$ cat config.mk
export PLATFORM = sky130hd
export DESIGN_NAME = reference_count_table_unit
export DESIGN_NICKNAME = d
export VERILOG_FILES = /design/src/rtl/core/rct_pkg.sv /design/src/rtl/core/rct_front.sv /design/src/rtl/core/rct_back.sv /design/src/rtl/core/rct_resq.sv /design/src/rtl/core/reference_count_table_unit.sv
export SDC_FILE = /design/constraint.sdc
export NUM_CORES = 2
export LEC_CHECK = 0
export BUFFER_PORTS_ARGS = -buffer_cell sky130_fd_sc_hd__buf_2
export CAP_MARGIN = 20
export CORE_AREA = 4 4 431 433
export DETAILED_ROUTE_END_ITERATION = 8
export DIE_AREA = 0 0 435 437
export GPL_TIMING_DRIVEN = 0
export PLACE_DENSITY = 0.5
export SYNTH_ARGS = -nofsm -noshare
export SYNTH_HDL_FRONTEND = slang
export SYNTH_HIERARCHICAL = 1
export SYNTH_SLANG_ARGS = --single-unit
export TNS_END_PERCENT = 50
$ cat constraint.sdc
create_clock -name clk -period 12 [get_ports clk]
set_clock_uncertainty 0.05 [all_clocks]
set_input_delay 2.4 -clock clk [delete_from_list [all_inputs] [get_ports clk]]
set_output_delay 2.4 -clock clk [all_outputs]
set_load 0.005 [all_outputs]
$ cat src/rtl/core/rct_pkg.sv
package rct_pkg;

	localparam int NUM_ENTRIES = 16;
	localparam int KEY_W       = 32;
	localparam int ADDR_W      = 48;
	localparam int CNT_W       = 16;

	localparam logic signed [CNT_W-1:0] CNT_MAX = {1'b0, {(CNT_W-1){1'b1}}};
	localparam logic signed [CNT_W-1:0] CNT_MIN = {1'b1, {(CNT_W-1){1'b0}}};
	localparam logic signed [CNT_W-1:0] CNT_ONE = {{(CNT_W-1){1'b0}}, 1'b1};

	typedef enum logic [1:0] {
		CMD_INSERT = 2'd0,
		CMD_INC    = 2'd1,
		CMD_DEC    = 2'd2,
		CMD_REMOVE = 2'd3
	} cmd_t;

	typedef enum logic [1:0] {
		STAT_DONE      = 2'd0,
		STAT_NOT_FOUND = 2'd1,
		STAT_FULL      = 2'd2
	} status_t;

	// classified command as it travels from front to back
	typedef struct packed {
		logic                    is_insert;
		logic                    is_inc;
		logic                    is_dec;
		logic                    is_remove;
		logic signed [KEY_W-1:0] key;
		logic [ADDR_W-1:0]       address;
	} op_t;

	typedef struct packed {
		status_t                 status;
		logic signed [CNT_W-1:0] ref_count;
	} res_t;

endpackage

$ cat src/rtl/core/rct_front.sv
module rct_front (
	input  logic                              clk,
	input  logic                              arst_n,
	input  logic                              push,
	input  logic [1:0]                        cmd,
	input  logic signed [rct_pkg::KEY_W-1:0]  entry_id,
	input  logic [rct_pkg::ADDR_W-1:0]        entry_address,
	output logic                              full,
	output logic                              op_valid,
	output rct_pkg::op_t                      op,
	input  logic                              op_pop
);
	import rct_pkg::*;

	op_t        decoded;
	op_t        slot_q [2];
	logic       wr_ptr_q;
	logic       rd_ptr_q;
	logic [1:0] cnt_q;
	logic       do_push;
	logic       do_pop;

	// decode the command into one flag per operation
	always_comb begin
		decoded           = '0;
		decoded.key       = entry_id;
		decoded.address   = entry_address;
		unique case (cmd_t'(cmd))
			CMD_INSERT: decoded.is_insert = 1'b1;
			CMD_INC:    decoded.is_inc    = 1'b1;
			CMD_DEC:    decoded.is_dec    = 1'b1;
			CMD_REMOVE: decoded.is_remove = 1'b1;
		endcase
	end

	assign full     = cnt_q[1];
	assign op_valid = (cnt_q != 2'd0);
	assign op       = slot_q[rd_ptr_q];
	assign do_push  = push & ~full;
	assign do_pop   = op_pop & op_valid;

	always_ff @(posedge clk or negedge arst_n) begin
		if (!arst_n) begin
			wr_ptr_q <= 1'b0;
			rd_ptr_q <= 1'b0;
			cnt_q    <= 2'd0;
		end else begin
			if (do_push) wr_ptr_q <= ~wr_ptr_q;
			if (do_pop)  rd_ptr_q <= ~rd_ptr_q;
			if (do_push && !do_pop)      cnt_q <= cnt_q + 2'd1;
			else if (do_pop && !do_push) cnt_q <= cnt_q - 2'd1;
		end
	end

	always_ff @(posedge clk) begin
		if (do_push) slot_q[wr_ptr_q] <= decoded;
	end

endmodule

$ cat src/rtl/core/rct_back.sv
module rct_back (
	input  logic          clk,
	input  logic          arst_n,
	input  logic          op_valid,
	input  rct_pkg::op_t  op,
	output logic          op_pop,
	output logic          res_push,
	output rct_pkg::res_t res,
	input  logic          res_full
);
	import rct_pkg::*;

	typedef enum logic [1:0] {
		BK_FETCH = 2'b01,
		BK_EXEC  = 2'b10
	} bk_state_t;

	bk_state_t               state_q;
	logic [NUM_ENTRIES-1:0]  valid_q;
	logic signed [KEY_W-1:0] key_q   [NUM_ENTRIES];
	logic [ADDR_W-1:0]       addr_q  [NUM_ENTRIES];
	logic signed [CNT_W-1:0] count_q [NUM_ENTRIES];

	op_t                     op_s1;
	logic [NUM_ENTRIES-1:0]  first_s1;
	logic [NUM_ENTRIES-1:0]  after_s1;

	logic [NUM_ENTRIES-1:0]  match;
	logic [NUM_ENTRIES-1:0]  first;
	logic [NUM_ENTRIES-1:0]  after;
	logic [CNT_W-1:0]        hit_bits;
	logic signed [CNT_W-1:0] hit_count;
	logic signed [CNT_W-1:0] new_count;
	logic                    found;
	logic                    tbl_full;
	logic                    exec_fire;
	logic                    do_insert;
	logic                    do_adjust;
	logic                    do_remove;

	// newest-first search: first hit and everything at or after it
	always_comb begin
		logic seen;
		seen = 1'b0;
		for (int i = 0; i < NUM_ENTRIES; i++) begin
			match[i] = valid_q[i] && (key_q[i] == op.key);
			first[i] = match[i] & ~seen;
			seen     = seen | match[i];
			after[i] = seen;
		end
	end

	assign op_pop    = (state_q == BK_FETCH) && op_valid;
	assign exec_fire = (state_q == BK_EXEC) && !res_full;
	assign res_push  = exec_fire;

	always_comb begin
		hit_bits = '0;
		for (int i = 0; i < NUM_ENTRIES; i++) begin
			hit_bits = hit_bits | (count_q[i] & {CNT_W{first_s1[i]}});
		end
	end

	assign hit_count = hit_bits;
	assign found     = after_s1[NUM_ENTRIES-1];
	assign tbl_full  = valid_q[NUM_ENTRIES-1];

	// saturating step
	always_comb begin
		new_count = hit_count;
		if (op_s1.is_inc && hit_count != CNT_MAX) new_count = hit_count + CNT_ONE;
		if (op_s1.is_dec && hit_count != CNT_MIN) new_count = hit_count - CNT_ONE;
	end

	always_comb begin
		res.ref_count = '0;
		if (op_s1.is_insert) begin
			res.status = tbl_full ? STAT_FULL : STAT_DONE;
		end else if (!found) begin
			res.status = STAT_NOT_FOUND;
		end else begin
			res.status = STAT_DONE;
			if (op_s1.is_dec) res.ref_count = new_count;
		end
	end

	assign do_insert = exec_fire && op_s1.is_insert && !tbl_full;
	assign do_adjust = exec_fire && (op_s1.is_inc || op_s1.is_dec) && found;
	assign do_remove = exec_fire && op_s1.is_remove && found;

	always_ff @(posedge clk or negedge arst_n) begin
		if (!arst_n) begin
			state_q <= BK_FETCH;
			valid_q <= '0;
		end else begin
			unique case (state_q)
				BK_FETCH: if (op_valid) state_q <= BK_EXEC;
				BK_EXEC:  if (!res_full) state_q <= BK_FETCH;
				default:  state_q <= BK_FETCH;
			endcase
			if (do_insert) begin
				valid_q[0] <= 1'b1;
				for (int i = 1; i < NUM_ENTRIES; i++) valid_q[i] <= valid_q[i-1];
			end else if (do_remove) begin
				for (int i = 0; i < NUM_ENTRIES - 1; i++) begin
					if (after_s1[i]) valid_q[i] <= valid_q[i+1];
				end
				valid_q[NUM_ENTRIES-1] <= 1'b0;
			end
		end
	end

	always_ff @(posedge clk) begin
		if (op_pop) begin
			op_s1    <= op;
			first_s1 <= first;
			after_s1 <= after;
		end
		if (do_insert) begin
			key_q[0]   <= op_s1.key;
			addr_q[0]  <= op_s1.address;
			count_q[0] <= CNT_ONE;
			for (int i = 1; i < NUM_ENTRIES; i++) begin
				key_q[i]   <= key_q[i-1];
				addr_q[i]  <= addr_q[i-1];
				count_q[i] <= count_q[i-1];
			end
		end else if (do_adjust) begin
			for (int i = 0; i < NUM_ENTRIES; i++) begin
				if (first_s1[i]) count_q[i] <= new_count;
			end
		end else if (do_remove) begin
			// close the gap: the hit slot and all older ones pull from behind
			for (int i = 0; i < NUM_ENTRIES - 1; i++) begin
				if (after_s1[i]) begin
					key_q[i]   <= key_q[i+1];
					addr_q[i]  <= addr_q[i+1];
					count_q[i] <= count_q[i+1];
				end
			end
		end
	end

`ifndef NO_ASSERTIONS
	a_first_hit_unique: assert property (@(posedge clk) disable iff (!arst_n)
		(state_q == BK_EXEC) |-> $onehot0(first_s1))
		else $error("more than one first hit");

	a_exec_holds: assert property (@(posedge clk) disable iff (!arst_n)
		(state_q == BK_EXEC && res_full) |=> (state_q == BK_EXEC))
		else $error("execute left while result queue full");

	a_valid_prefix: assert property (@(posedge clk) disable iff (!arst_n)
		(((valid_q >> 1) & ~valid_q) == '0))
		else $error("valid slots not a prefix");

	a_pop_to_exec: assert property (@(posedge clk) disable iff (!arst_n)
		op_pop |=> (state_q == BK_EXEC))
		else $error("popped command not executed");
`endif

endmodule

$ cat src/rtl/core/rct_resq.sv
module rct_resq (
	input  logic          clk,
	input  logic          arst_n,
	input  logic          in_push,
	input  rct_pkg::res_t in_res,
	output logic          full,
	output logic          empty,
	input  logic          pop,
	output rct_pkg::res_t head
);
	import rct_pkg::*;

	res_t       slot_q [2];
	logic       wr_ptr_q;
	logic       rd_ptr_q;
	logic [1:0] cnt_q;
	logic       do_push;
	logic       do_pop;

	assign full    = cnt_q[1];
	assign empty   = (cnt_q == 2'd0);
	assign head    = slot_q[rd_ptr_q];
	assign do_push = in_push & ~full;
	assign do_pop  = pop & ~empty;

	always_ff @(posedge clk or negedge arst_n) begin
		if (!arst_n) begin
			wr_ptr_q <= 1'b0;
			rd_ptr_q <= 1'b0;
			cnt_q    <= 2'd0;
		end else begin
			if (do_push) wr_ptr_q <= ~wr_ptr_q;
			if (do_pop)  rd_ptr_q <= ~rd_ptr_q;
			if (do_push && !do_pop)      cnt_q <= cnt_q + 2'd1;
			else if (do_pop && !do_push) cnt_q <= cnt_q - 2'd1;
		end
	end

	always_ff @(posedge clk) begin
		if (do_push) slot_q[wr_ptr_q] <= in_res;
	end

endmodule

$ cat src/rtl/core/reference_count_table_unit.sv
// Reference count table: a compacted stack of NUM_ENTRIES tracked pointers
// (identifier, address, signed 16-bit count), newest in slot 0, searched
// newest first. Commands enter through a queue-style port (push/full) and
// each produces exactly one result beat, delivered in order through a second
// queue-style port (empty/pop). A command waits at the head of the two-entry
// command queue while the table is searched; when the back end pops it, the
// command and its first hit are registered. In the execute state the update
// is applied and the result is posted once the result queue has room. The
// back end takes no new command until the last one has posted its result.
// Status is done, not found, or table full on insert; ref_count carries the
// new count after a decrement and is zero otherwise. Counts saturate at
// their signed bounds.
module reference_count_table_unit (
	input  logic                              clk,
	input  logic                              arst_n,
	// command side
	input  logic                              push,
	output logic                              full,
	input  logic [1:0]                        cmd,
	input  logic signed [rct_pkg::KEY_W-1:0]  entry_id,
	input  logic [rct_pkg::ADDR_W-1:0]        entry_address,
	// result side
	output logic                              empty,
	input  logic                              pop,
	output logic [1:0]                        status,
	output logic signed [rct_pkg::CNT_W-1:0]  ref_count
);
	import rct_pkg::*;

	logic op_valid;
	op_t  op;
	logic op_pop;
	logic res_push;
	res_t res;
	logic res_full;
	res_t head;

	// front end: decode and buffer commands
	rct_front u_front (
		.clk           (clk),
		.arst_n        (arst_n),
		.push          (push),
		.cmd           (cmd),
		.entry_id      (entry_id),
		.entry_address (entry_address),
		.full          (full),
		.op_valid      (op_valid),
		.op            (op),
		.op_pop        (op_pop)
	);

	// back end: table search and update
	rct_back u_back (
		.clk      (clk),
		.arst_n   (arst_n),
		.op_valid (op_valid),
		.op       (op),
		.op_pop   (op_pop),
		.res_push (res_push),
		.res      (res),
		.res_full (res_full)
	);

	// result buffer, decouples the table from the consumer
	rct_resq u_resq (
		.clk     (clk),
		.arst_n  (arst_n),
		.in_push (res_push),
		.in_res  (res),
		.full    (res_full),
		.empty   (empty),
		.pop     (pop),
		.head    (head)
	);

	assign status    = head.status;
	assign ref_count = head.ref_count;

endmodule
==> impl_metrics.json <==
{
  "overflow": 0,
  "cts-hold-fix-buffers": 0,
  "final_area_mm2": 0.0561,
  "place.gp.congestion": 0.940,
  "cp.required_ns": 12.37,
  "cts_max_level": 3,
  "antenna_found_initial": 4,
  "place_ws_ns": 6.86,
  "cts.path.max_buffers": 3,
  "grt_max_degree": 39,
  "hold_path_class": "register to register",
  "cp-startpoint": "u_back/first_s1[0]",
  "critical_path.startpoint_type": "register",
  "timing.rr.end": "u_back/count_q[0][124]",
  "relSlewSlack_pct": 23.4,
  "cp-end-kind": "register",
  "root_buffer": "clkbuf_16",
  "power_density_mw_per_mm2": 224,
  "nets": 4319,
  "io-pin-count": 106,
  "dp.cells": 6502,
  "max_freq_mhz": 195,
  "cp.arrival_ns": 5.49,
  "track_usage_pct": 18.2,
  "first_pass_iters": 6,
  "start_util_pct": 26.9,
  "final_max_slew_viol_count": 0,
  "detailroute.via_count": 34800,
  "fillers": 18700,
  "post-cts-setup-buffers": 0,
  "final_cells": 6703,
  "clk_latency_ns": 0.74,
  "numCtsBuffers": 106,
  "tightest_slew_ns": 1.15,
  "run_status": "finished, final reports clean",
  "crit_end": "u_back/count_q[0][124]",
  "fin_tns_setup_ns": 0,
  "crit_type": "register to register",
  "multiInputGateArea_mm2": 0.0188,
  "r2r_cells": 11,
  "reg2reg_slack_ns": 6.88,
  "io_buffers": 57,
  "r2r-start": "u_back/first_s1[0]",
  "cts.repair.resized": 0,
  "power_mw": 12.6,
  "hpwl_mm": 142,
  "postRouteWirelength_mm": 180,
  "rows": 157,
  "die_w_um": 435,
  "avgSynthCellArea_um2": 12.1,
  "dieArea_mm2": 0.190,
  "seq_area_mm2": 0.0290,
  "core_mm2": 0.182,
  "die_height_um": 437,
  "drt_iter0_drc": 3747,
  "finalCritPeriodShare_pct": 42.7,
  "rsz0062_at_grt": "no",
  "drc": 0,
  "ir_worst_vdd_mv": 0.127,
  "syn_nets": 4129,
  "areaGrowthSynthToFinish_pct": 14.6,
  "synthesis.area_mm2": 0.0489,
  "clk_pin_slew_ns": 0.06,
  "yosysWarningCount": 6,
  "drv_cap": 0,
  "layout_setup_ws_ns": 6.88,
  "routedWlPerCell_um": 26.8,
  "finalHoldViolCount": 0,
  "synthCells": 4038,
  "cts_tree": "yes",
  "ant_nets": 0,
  "crit_fanout": 10,
  "grt_pass1_wl_mm": 253,
  "place_area_mm2": 0.0528,
  "cellLeakagePower_nw": 19.1,
  "via_per_inst": 5.18,
  "clkSinkCount": 969,
  "min_period_ns": 5.12,
  "grt_pass1_vias": 34400,
  "drive_gt1_share_pct": 16.7,
  "finalSetupViolCount": 0
}
==> worst min path at each step <==
stage	slack, ns	cells after the start	from	endpoint
floorplan	0.41	1	u_front/wr_ptr_q	u_front/wr_ptr_q
global placement	0.42	1	u_front/wr_ptr_q	u_front/wr_ptr_q
detailed placement	0.44	0	u_back/key_q[0][448]	u_back/key_q[0][480]
CTS	0.45	0	u_back/key_q[0][459]	u_back/key_q[0][491]
global route	0.47	0	u_back/key_q[0][459]	u_back/key_q[0][491]
finish	0.44	0	u_back/key_q[0][459]	u_back/key_q[0][491]
==> area by class of cell <==
class | count | share of cell area, %
timing repair buffer | 82 | 1.32
buffer | 283 | 2.33
antenna | 4 | 0.0178
tap | 2385 | 5.32
clock buffer | 124 | 4.85
inverter | 10 | 0.0669
clock inverter | 70 | 1.05
multi-input combinational | 2776 | 33.4
sequential | 969 | 51.6
==> sequential cells by signal (all words and copies together), names as in the netlist <==
register	cells
u_back/key_q	512
u_back/count_q	256
u_front/slot_q	72
u_back/op_s1	36
u_resq/slot_q	36
u_back/first_s1	16
u_back/valid_q	16
u_back/after_s1	15
u_back/state_q	2
u_front/cnt_q	2
u_resq/cnt_q	2
u_front/rd_ptr_q	1
u_front/wr_ptr_q	1
u_resq/rd_ptr_q	1
u_resq/wr_ptr_q	1
==> layer usage <==
| metal | part of all wire, % | GRT usage (%) | wire [µm] |
|---|---|---|---|
| met4 | 4.0 | 6.64 | 7170 |
| met1 | 44 | 25.3 | 79000 |
| met5 | 0 | 0 | 0 |
| met3 | 7.1 | 3.20 | 12800 |
| met2 | 45 | 28.3 | 80600 |
==> cell usage in the layout, fill, tap and decap left out, types with 10 or more instances in the layout <==
cell	instances
a21o_1	10
a21oi_1	21
a221oi_1	44
a22o_1	43
a22oi_1	215
and3_1	13
and4_1	13
buf_12	19
buf_2	126
buf_4	16
buf_6	13
clkbuf_1	193
clkbuf_16	106
clkinv_1	31
clkinv_2	19
dfrtp_1	25
edfxtp_1	943
mux2_1	16
mux2_2	316
mux2i_1	21
nand2_1	870
nand2b_1	18
nand3_1	37
nand4_1	98
nor2_1	72
nor3_1	14
nor4_1	52
o21ai_0	197
o21ai_1	48
o21ai_2	18
or4_1	19
xnor2_1	373
xor2_1	148
==> metrics by stage <==
step / util (%) / hold WS (ns)
floorplan: - / 0.410
global placement: 28.7 / 0.424
detailed placement: 29.0 / 0.440
CTS: 30.8 / 0.446
global route: 30.8 / 0.469
finish: 30.8 / 0.439
==> where the power goes <==
part	switching (mW)	internal [mW]	leakage, nW
registers	0.458	4.56	8.91
logic	2.94	1.40	8.56
clock network	1.43	1.79	1.62
total	4.82	7.76	19.1
==> critical path, stage by stage, from the launching register on <==
cell      delay [ns]
edfxtp_1        0.63
buf_4           0.33
buf_6           0.18
a22o_1          0.21
a221oi_1        0.22
nand4_1         0.51
and3_1          0.46
a31oi_1         0.51
a31oi_1         0.23
xnor2_1         0.87
buf_2           0.44
o21ai_0         0.18
No activity file was read; power rests on OpenSTA's default activity.
